===== config.mk =====
export PLATFORM = sky130hd
export DESIGN_NAME = skin_mask_color_tint_core
export DESIGN_NICKNAME = d
export VERILOG_FILES = /design/src/hw/rtl/skmct_pkg.sv /design/src/hw/rtl/skmct_pixel.sv /design/src/hw/rtl/skin_mask_color_tint_core.sv
export SDC_FILE = /design/constraint.sdc
export NUM_CORES = 1
export LEC_CHECK = 0
export ABC_CLOCK_PERIOD_IN_PS = 22500
export BUFFER_PORTS_ARGS = -buffer_cell sky130_fd_sc_hd__buf_2
export CAP_MARGIN = 30
export CORE_ASPECT_RATIO = 0.9
export CORE_MARGIN = 2
export CORE_UTILIZATION = 65
export CTS_CLUSTER_SIZE = 25
export DETAILED_ROUTE_END_ITERATION = 8
export GPL_TIMING_DRIVEN = 0
export PLACE_DENSITY = 0.83
export SLEW_MARGIN = 20
export SYNTH_ARGS = -nofsm -noshare
export SYNTH_HDL_FRONTEND = slang
export SYNTH_HIERARCHICAL = 1
export SYNTH_SLANG_ARGS = --single-unit

===== constraint.sdc =====
create_clock -name clk -period 22.5 [get_ports clk]
set_input_delay 4.5 -clock clk [delete_from_list [all_inputs] [get_ports clk]]
set_output_delay 4.5 -clock clk [all_outputs]
set_load 0.005 [all_outputs]

===== src/hw/rtl/skmct_pkg.sv =====
// ----------------------------------------------------------------------------
// skmct_pkg
// Shared types and constants for the skin mask color tint block: fixed-point
// YCrCb coefficients, register indexes and reset values, configuration struct.
// ----------------------------------------------------------------------------
package skmct_pkg;

  // 14-bit fixed-point conversion coefficients
  localparam int SHIFT_BITS = 14;
  localparam int K_RY       = 4899;
  localparam int K_GY       = 9617;
  localparam int K_BY       = 1868;
  localparam int K_CR       = 11682;
  localparam int K_CB       = 9241;
  localparam int ROUND_HALF = 1 << (SHIFT_BITS - 1);
  localparam int CHROMA_OFS = (128 << SHIFT_BITS) + ROUND_HALF;

  // Register indexes
  localparam logic [2:0] REG_CR_LOW     = 3'd0;
  localparam logic [2:0] REG_CR_HIGH    = 3'd1;
  localparam logic [2:0] REG_CB_LOW     = 3'd2;
  localparam logic [2:0] REG_CB_HIGH    = 3'd3;
  localparam logic [2:0] REG_TINT_BLUE  = 3'd4;
  localparam logic [2:0] REG_TINT_GREEN = 3'd5;
  localparam logic [2:0] REG_TINT_RED   = 3'd6;

  // Register reset values
  localparam logic [7:0] RST_CR_LOW     = 8'd133;
  localparam logic [7:0] RST_CR_HIGH    = 8'd173;
  localparam logic [7:0] RST_CB_LOW     = 8'd77;
  localparam logic [7:0] RST_CB_HIGH    = 8'd127;
  localparam logic [7:0] RST_TINT_BLUE  = 8'd0;
  localparam logic [7:0] RST_TINT_GREEN = 8'd255;
  localparam logic [7:0] RST_TINT_RED   = 8'd0;

  typedef struct packed {
    logic [7:0] cr_low;
    logic [7:0] cr_high;
    logic [7:0] cb_low;
    logic [7:0] cb_high;
    logic [7:0] tint_blue;
    logic [7:0] tint_green;
    logic [7:0] tint_red;
  } skmct_cfg_t;

endpackage


===== src/hw/rtl/skmct_pixel.sv =====
// ----------------------------------------------------------------------------
// skmct_pixel
// Per-pixel datapath: BGR to luma and chroma, skin window test, saturating
// tint of skin pixels. Purely combinational; sits between two registers.
// ----------------------------------------------------------------------------
module skmct_pixel (
  input  skmct_pkg::skmct_cfg_t cfg,
  input  logic [7:0]            in_blue,
  input  logic [7:0]            in_green,
  input  logic [7:0]            in_red,
  output logic [7:0]            out_blue,
  output logic [7:0]            out_green,
  output logic [7:0]            out_red,
  output logic                  skin_flag
);
  import skmct_pkg::*;

  logic        [21:0] y_sum;
  logic        [7:0]  luma;
  logic signed [8:0]  diff_r;
  logic signed [8:0]  diff_b;
  logic        [7:0]  cr;
  logic        [7:0]  cb;
  logic        [8:0]  sum_b;
  logic        [8:0]  sum_g;
  logic        [8:0]  sum_r;

  // Floor shift of diff*k plus bias, then clamp to 0..255
  function automatic logic [7:0] chroma(input logic signed [8:0] diff,
                                        input logic [13:0] k);
    logic signed [23:0] prod;
    logic signed [23:0] sum;
    logic        [7:0]  res;
    prod = 24'(diff) * $signed({10'd0, k});
    sum  = prod + $signed(24'(CHROMA_OFS));
    if (sum[23]) begin
      res = 8'd0;
    end else if (sum[22]) begin
      res = 8'd255;
    end else begin
      res = sum[21:14];
    end
    return res;
  endfunction

  always_comb begin
    y_sum = 22'(K_RY) * 22'(in_red) + 22'(K_GY) * 22'(in_green)
          + 22'(K_BY) * 22'(in_blue) + 22'(ROUND_HALF);
  end

  assign luma   = y_sum[21:14];
  assign diff_r = $signed({1'b0, in_red})  - $signed({1'b0, luma});
  assign diff_b = $signed({1'b0, in_blue}) - $signed({1'b0, luma});
  assign cr     = chroma(diff_r, 14'(K_CR));
  assign cb     = chroma(diff_b, 14'(K_CB));

  assign skin_flag = (cr >= cfg.cr_low) && (cr <= cfg.cr_high) &&
                     (cb >= cfg.cb_low) && (cb <= cfg.cb_high);

  assign sum_b = {1'b0, in_blue}  + {1'b0, cfg.tint_blue};
  assign sum_g = {1'b0, in_green} + {1'b0, cfg.tint_green};
  assign sum_r = {1'b0, in_red}   + {1'b0, cfg.tint_red};

  always_comb begin
    out_blue  = in_blue;
    out_green = in_green;
    out_red   = in_red;
    if (skin_flag) begin
      out_blue  = sum_b[8] ? 8'd255 : sum_b[7:0];
      out_green = sum_g[8] ? 8'd255 : sum_g[7:0];
      out_red   = sum_r[8] ? 8'd255 : sum_r[7:0];
    end
  end

endmodule


===== src/hw/rtl/skin_mask_color_tint_core.sv =====
// ----------------------------------------------------------------------------
// skin_mask_color_tint_core
// Skin detection in YCrCb space with a saturating per-channel tint.
// ----------------------------------------------------------------------------
// Usage:
//   Input channel in_valid/in_ready carries one BGR pixel per item
//   (in_blue, in_green, in_red). Output channel out_valid/out_ready carries
//   the tinted pixel and skin_flag, exactly one result item per input item,
//   in order.
//   Path: an item accepted enters the input register; its result is loaded
//   into the output register once that register is empty or draining, and
//   is presented from the output register.
//   Throughput: one item per cycle while out_ready stays high. The input and
//   output registers form a two-entry pipeline; the input side keeps taking
//   items while a result waits, as long as the output register can drain.
//   When the receiver stalls, the result holds in the output register, the
//   next item holds in the input register, and in_ready drops once both are
//   full.
//   Configuration: cfg_wr_en writes cfg_data[7:0] into register cfg_index
//   (0 cr_low, 1 cr_high, 2 cb_low, 3 cb_high, 4..6 tint blue/green/red);
//   index 7 is ignored. Write only while the block is empty.
//   Reset (rst, synchronous): empties both registers and loads the default
//   skin window and tint.
// ----------------------------------------------------------------------------
module skin_mask_color_tint_core (
  input  logic       clk,
  input  logic       rst,
  input  logic       cfg_wr_en,
  input  logic [2:0] cfg_index,
  input  logic [7:0] cfg_data,
  input  logic       in_valid,
  output logic       in_ready,
  input  logic [7:0] in_blue,
  input  logic [7:0] in_green,
  input  logic [7:0] in_red,
  output logic       out_valid,
  input  logic       out_ready,
  output logic [7:0] out_blue,
  output logic [7:0] out_green,
  output logic [7:0] out_red,
  output logic       skin_flag
);
  import skmct_pkg::*;

  skmct_cfg_t cfg;

  // Input register
  logic       s0_valid;
  logic [7:0] s0_blue;
  logic [7:0] s0_green;
  logic [7:0] s0_red;

  // Datapath results
  logic [7:0] px_blue;
  logic [7:0] px_green;
  logic [7:0] px_red;
  logic       px_skin;

  logic out_take;   // output register can load this cycle
  logic s0_move;    // input register item advances to output

  // Configuration registers: decode the index, ignore unused codes
  always_ff @(posedge clk) begin
    if (rst) begin
      cfg.cr_low     <= RST_CR_LOW;
      cfg.cr_high    <= RST_CR_HIGH;
      cfg.cb_low     <= RST_CB_LOW;
      cfg.cb_high    <= RST_CB_HIGH;
      cfg.tint_blue  <= RST_TINT_BLUE;
      cfg.tint_green <= RST_TINT_GREEN;
      cfg.tint_red   <= RST_TINT_RED;
    end else if (cfg_wr_en) begin
      unique case (cfg_index)
        REG_CR_LOW:     cfg.cr_low     <= cfg_data;
        REG_CR_HIGH:    cfg.cr_high    <= cfg_data;
        REG_CB_LOW:     cfg.cb_low     <= cfg_data;
        REG_CB_HIGH:    cfg.cb_high    <= cfg_data;
        REG_TINT_BLUE:  cfg.tint_blue  <= cfg_data;
        REG_TINT_GREEN: cfg.tint_green <= cfg_data;
        REG_TINT_RED:   cfg.tint_red   <= cfg_data;
        default: ;
      endcase
    end
  end

  // Handshake: output drains or is empty -> input register may advance
  assign out_take = !out_valid || out_ready;
  assign s0_move  = s0_valid && out_take;
  assign in_ready = !s0_valid || out_take;

  // Input register: load on accept, drop when the item advances
  always_ff @(posedge clk) begin
    if (rst) begin
      s0_valid <= 1'b0;
    end else if (in_valid && in_ready) begin
      s0_valid <= 1'b1;
    end else if (s0_move) begin
      s0_valid <= 1'b0;
    end
  end

  always_ff @(posedge clk) begin
    if (in_valid && in_ready) begin
      s0_blue  <= in_blue;
      s0_green <= in_green;
      s0_red   <= in_red;
    end
  end

  skmct_pixel u_pixel (
    .cfg       (cfg),
    .in_blue   (s0_blue),
    .in_green  (s0_green),
    .in_red    (s0_red),
    .out_blue  (px_blue),
    .out_green (px_green),
    .out_red   (px_red),
    .skin_flag (px_skin)
  );

  // Output register: advance a new result, hold while stalled
  always_ff @(posedge clk) begin
    if (rst) begin
      out_valid <= 1'b0;
    end else if (out_take) begin
      out_valid <= s0_valid;
    end
  end

  always_ff @(posedge clk) begin
    if (s0_move) begin
      out_blue  <= px_blue;
      out_green <= px_green;
      out_red   <= px_red;
      skin_flag <= px_skin;
    end
  end

`ifndef NO_ASSERTIONS
  a_reset_empty: assert property (@(posedge clk)
    rst |=> (!out_valid && !s0_valid))
    else $error("pipeline not empty after reset");

  a_advance_lands: assert property (@(posedge clk) disable iff (rst)
    s0_move |=> out_valid)
    else $error("advanced item did not reach the output register");

  a_passthrough: assert property (@(posedge clk) disable iff (rst)
    s0_move |=> (skin_flag || (out_blue == $past(s0_blue) &&
                 out_green == $past(s0_green) && out_red == $past(s0_red))))
    else $error("non-skin pixel was modified");

  a_tint_grows: assert property (@(posedge clk) disable iff (rst)
    s0_move |=> (out_blue >= $past(s0_blue) && out_green >= $past(s0_green) &&
                 out_red >= $past(s0_red)))
    else $error("tint decreased a channel");

  a_ready_when_empty: assert property (@(posedge clk) disable iff (rst)
    !out_valid |-> in_ready)
    else $error("input stalled with empty output register");
`endif

endmodule

==> metrics.cfg, run 1 <==
[run_status]
status = finished clean

[final_layout]
drive_gt1_frac = 0.0902
area.growth.synth_to_final_pct = 6.81
fillers = 1670
fin_util = 0.710
finalNonFillerCells = 2000
postLayoutCellArea_sq_um = 16600
finalNetCount = 2201

[die]
die_w_um = 167
num_rows = 53
start_util = 0.665
die-height_um = 151
ioPinCount = 67
design.die.area_sq_um = 25200
core_sq_um = 23400

[setup_path]
ff2ff_setup_slack_ps = 4220
slowest_delay_ps = 630
arrival_ps = 18400
cpMaxStageDelayCell = edfxtp_1
worst_setup_path_start_kind = flip-flop
required_ps = 22620
cp_common_cell = ha_1
critPathKind = reg -> reg
end_kind = flip-flop
crit_fanout = 11

[global_routing]
grt_pass1_vias = 12200
use_met2 = 0.501
gr-max-usage-layer = met2
antenna_found_initial = 1
grt_usage = 0.295
use_met1 = 0.397
grt_overflow = 0
grt_pass1_wl_um = 58900
met3_usage = 0.0470
grt_max_degree = 26

[sta]
tns_ps = 0
final_max_slew_viol_count = 0
relSlewSlack = 0.458
skew_ps = 12.0
fmax_ghz = 0.0547
finalCritPeriodShare = 0.813
tightest_slew_ps = 807
rsz0062_at_grt = no
fin_crit_ps = 18280
hold_viol_final = 0
finalSetupViolCount = 0

[logic_synthesis]
synth.most_common_cell = inv_1
synthesis.area_sq_um = 15600
ys_ff_latch = 107
yosysTopAreaCellShare = 0.275
yosysUniqueCellTypes = 79
yosysTopAreaCell = ha_1
ys_seq_area_frac = 0.169
yosys_most_used_dff = dfxtp_1
yosys_warnings = 6
synthTopCellsByArea = ha_1, fa_1, edfxtp_1
synth_edf_count = 49
synth_nets = 2122
avgSynthCellArea_sq_um = 9.65
synthArstFlopShare = 0
synth_commonest_cells = inv_1, ha_1, fa_1
synthCells = 1613

[cts]
cts_sinks = 107
cts_hold_buf = 0
root_buffer = clkbuf_16
cts_resized = 0
worstSkewPairLatency_ps = 370
clock_path_buffers = 2
cts_buffers = 9
path_clk_slew_ps = 100
tritoncts = yes
cts_setup_buffers = 0
htreeDepth = 3

[detailed_routing]
drc_errors = 0
drt_pre_antenna_iters = 5
drt_iter0_drc = 789
vias = 11600
antenna_left = 0
finalWirelength_um = 35600
wl_per_cell_um = 17.8
viasPerCell = 5.79

[placed_design]
post-dp-hpwl_um = 28900
placed_cells = 1982
gp_congestion = 0.933
dpl_cell_area_sq_um = 16300
port_buffers = 65

[min_path]
hp-class = reg -> reg

[job]
maxCapViolCount = 0

## layout make-up
class,count,area (sq um),area share
multi-input cells,1133,11500,0.692
flip-flops and latches,107,2630,0.158
plain buffers,25,130,0.00783
repair buffers,68,353,0.0212
diodes,1,2.50,0.000151
clock inverters,7,100,0.00602
well taps,302,378,0.0227
inverters,348,1310,0.0786
clock buffers,9,225,0.0136
## metrics by stage
stage	worst slack [ps]	hold slack, ps
3_5_place_dp	4330	472
6_report	4220	483
4_1_cts	4290	486
3_3_place_gp	4570	447
2_1_floorplan	6380	434
5_1_grt	2920	498
## logic make-up after synthesis
family                   Yosys count  share of synthesized area
adder cells (fa/ha/maj)          474                      0.442
buffers and inverters            373                     0.0923
AND/OR/NAND/NOR                  286                      0.103
AO/OA/AOI/OAI                    218                     0.0914
flip-flops                       107                      0.169
multiplexers                      83                     0.0597
XOR/XNOR                          72                     0.0427
## metal layers
layer / part of all wire / vias up
met1: 0.45 / 5596
met4: 0.020 / 0
li1: - / 5524
met3: 0.069 / 48
met5: 0 / -
met2: 0.46 / 407
## path summary, 6_finish.rpt
kind	start	to	depth (start not counted)
setup / recovery	s0_blue[5]	out_blue[3]	76
hold / removal	cfg[36]	cfg[36]	2
setup reg to reg	s0_blue[5]	out_blue[3]	76
hold reg to reg	cfg[36]	cfg[36]	2
## worst max-delay path: cells and delay by family, from the launching register on
family	cells	cell delay, ps
fa+ha+maj	20	7330
compound gates	29	5310
simple gates	12	1650
xor+xnor	4	1530
buf+inv	9	780
mux	2	780
flops	1	630
## cell usage in the layout (no fill, tap or decap), types with 9 or more instances in the layout
cell type  netlist  layout
nor2_1          63      63
nand4_1         14      14
nand2b_1        61      61
nand2_1         44      44
nor3_1          14      14
buf_2           11      77
edfxtp_1        49      49
o21a_1          11      11
clkbuf_1        11      11
xor2_1          18      18
a21o_1          29      29
nor2b_1         22      22
fa_1           127     127
mux2i_1         61      61
ha_1           342     342
a21oi_1         73      73
dfxtp_1         58      58
clkbuf_16        0       9
o21ai_0         50      50
xnor2_1         52      52
mux2_4          16      16
nand3_1         10      10
inv_1          347     347
## registers in the layout, summed over array words and instances, names as in the netlist, 8 cells and up
| register | cells |
|---|---|
| cfg | 56 |
| out_blue | 8 |
| out_green | 8 |
| out_red | 8 |
| s0_blue | 8 |
| s0_green | 8 |
| s0_red | 8 |
Power of run 1 is not shown: default switching activity piles up to over one toggle a cycle in this logic, so the estimate is an artifact.
==> inputs of run 2 (changes only) <==
--- a/config.mk
+++ b/config.mk
@@ -5,7 +5,7 @@
 export SDC_FILE = /design/constraint.sdc
 export NUM_CORES = 1
 export LEC_CHECK = 0
-export ABC_CLOCK_PERIOD_IN_PS = 22500
+export ABC_CLOCK_PERIOD_IN_PS = 18100
 export BUFFER_PORTS_ARGS = -buffer_cell sky130_fd_sc_hd__buf_2
 export CAP_MARGIN = 30
 export CORE_ASPECT_RATIO = 0.9
==> constraint.sdc (replaced) <==
create_clock -name clk -period 18.1 [get_ports clk]
set_input_delay 3.62 -clock clk [delete_from_list [all_inputs] [get_ports clk]]
set_output_delay 3.62 -clock clk [all_outputs]
set_load 0.005 [all_outputs]
==> run 2 against run 1 <==
Sequential cell count is the same. Die area is the same. Critical path depth shrank 2. Highest routed layer unchanged. Final cell count grew 0.50%.
==> metrics.cfg, run 2 (same netlist as run 1, synthesis figures left out) <==
[final_layout]
drive_gt1_frac = 0.105  ; was 0.0902
top_register = cfg  ; unchanged
largest_reg_flops = 56  ; unchanged
finalNonFillerCells = 2010  ; was 2,000
finalNetCount = 2212  ; was 2,201
area.growth.synth_to_final_pct = 8.06  ; was 6.81%
final_cell_mix = inv_1, ha_1, fa_1, buf_2, a21oi_1  ; unchanged
fin_util = 0.718  ; was 0.710
final_common_cell = inv_1  ; unchanged
antenna_cells = 0  ; was 1

[setup_path]
cpMaxStageDelayCell = fa_1  ; was edfxtp_1
crit_fanout = 12  ; was 11
arrival_ps = 17380  ; was 18,400 ps
cp_common_cell = ha_1  ; unchanged
required_ps = 18220  ; was 22,620 ps
critPathKind = reg -> reg  ; unchanged
worst_setup_path_start_kind = flip-flop  ; unchanged
path_buf_inv = 10  ; was 9
slowest_delay_ps = 550  ; was 630 ps
ff2ff_setup_slack_ps = 840  ; was 4220 ps
r2r_start = s0_blue[5]  ; unchanged
reg2reg_depth = 74  ; was 76
timing.rr.end = out_blue[1]  ; was out_blue[3]
end_kind = flip-flop  ; unchanged
cp_top_family = adder cells  ; unchanged

[die]
core_sq_um = 23400  ; unchanged
die-height_um = 151  ; unchanged
ioPinCount = 67  ; unchanged
start_util = 0.665  ; unchanged
die_w_um = 167  ; unchanged
num_rows = 53  ; unchanged
design.die.area_sq_um = 25200  ; unchanged

[min_path]
min_to = cfg[36]  ; unchanged
hp-class = reg -> reg  ; unchanged
min-delay-start = cfg[36]  ; unchanged
whs_path_depth = 2  ; unchanged

[sta]
fmax_ghz = 0.0579  ; was 0.0547 GHz
final_max_slew_viol_count = 0  ; unchanged
finalCritPeriodShare = 0.954  ; was 0.813
tightest_slew_ps = 750  ; was 807 ps
relSlewSlack = 0.496  ; was 0.458
hold_viol_final = 0  ; unchanged
fin_crit_ps = 17260  ; was 18,280 ps
skew_ps = 12.0  ; about the same
finalSetupViolCount = 0  ; unchanged
holdWs_ps = 484  ; was 483 ps

[global_routing]
grt_usage = 0.295  ; about the same
grt_max_degree = 26  ; unchanged
antenna_found_initial = 0  ; was 1
grt_pass1_vias = 12200  ; about the same
grt_overflow = 0  ; unchanged
grt_pass1_wl_um = 59000  ; was 58,900 um

[cts]
cts_hold_buf = 0  ; unchanged
root_buffer = clkbuf_16  ; unchanged
cts_sinks = 107  ; unchanged
worstSkewPairLatency_ps = 370  ; about the same
tritoncts = yes  ; unchanged
path_clk_slew_ps = 100  ; about the same
cts_buffers = 9  ; unchanged
htreeDepth = 3  ; unchanged
clock_path_buffers = 2  ; unchanged

[detailed_routing]
drt_iter0_drc = 766  ; was 789
vias = 11700  ; was 11,600
drc_errors = 0  ; unchanged
viasPerCell = 5.82  ; was 5.79
wl_per_cell_um = 18.1  ; was 17.8 um
antenna_left = 0  ; unchanged
finalWirelength_um = 36400  ; was 35,600 um
drt_pre_antenna_iters = 5  ; unchanged

[job]
maxCapViolCount = 0  ; unchanged

[placed_design]
placed_cells = 1982  ; unchanged
port_buffers = 65  ; unchanged
post-dp-hpwl_um = 28900  ; unchanged
gp_congestion = 0.933  ; unchanged

[run_status]
status = finished clean  ; unchanged

==> run 2: cell count changes in the layout (fill, tap and decap cells not counted), sizes merged <==
cell | previous run | this run
diode | 1 | 0
clkbuf | 20 | 19
buf | 82 | 94
==> run 2: tightest hold or removal path, stage by stage, from the launching register on <==
cell      delay [ps]
dfxtp_1          320
nand2b_1          60
mux2i_1           60
==> run 2: repair_timing <==
item | in CTS | in global routing
pin swaps | 0 | 4
buffers inserted | 0 | 12
resized for setup | 2 | 18
endpoints found under the setup margin | 18 | 25
==> run 2: layer usage <==
| metal | vias up | track usage | part of all wire |
|---|---|---|---|
| met5 | - | 0 | 0 |
| met4 | 0 | 0.0750 | 0.018 |
| met3 | 47 | 0.0470 | 0.070 |
| met2 | 428 | 0.502 | 0.47 |
| met1 | 5684 | 0.397 | 0.44 |
| li1 | 5539 | - | - |
==> run 2: final cells by class <==
type	count	area, sq um
clock buffer	9	225
sequential	107	2630
tap	302	378
inverter	348	1310
buffer	24	126
timing repair buffer	80	455
multi-input combinational	1133	11600
fill	1636	6590
clock inverter	7	100
==> run 2: metrics by stage <==
step	cell area (sq um)	setup TNS, ps	worst slack [ps]
6_report	16800	0	841
5_1_grt	16800	-1860	-139
4_1_cts	16600	0	81.6
3_5_place_dp	16300	-820	-74.7
3_3_place_gp	16300	0	173
2_1_floorplan	15600	0	1980
==> run 2: worst max path at each step <==
stage | startpoint | end | cells after the start
finish | s0_blue[5] | out_blue[1] | 74
global route | s0_blue[5] | out_blue[3] | 72
CTS | s0_blue[5] | out_blue[3] | 76
detailed placement | s0_blue[5] | out_blue[3] | 76
global placement | s0_blue[5] | out_blue[6] | 72
floorplan | s0_blue[5] | out_green[1] | 72
Power of run 2 is left out for the same reason.
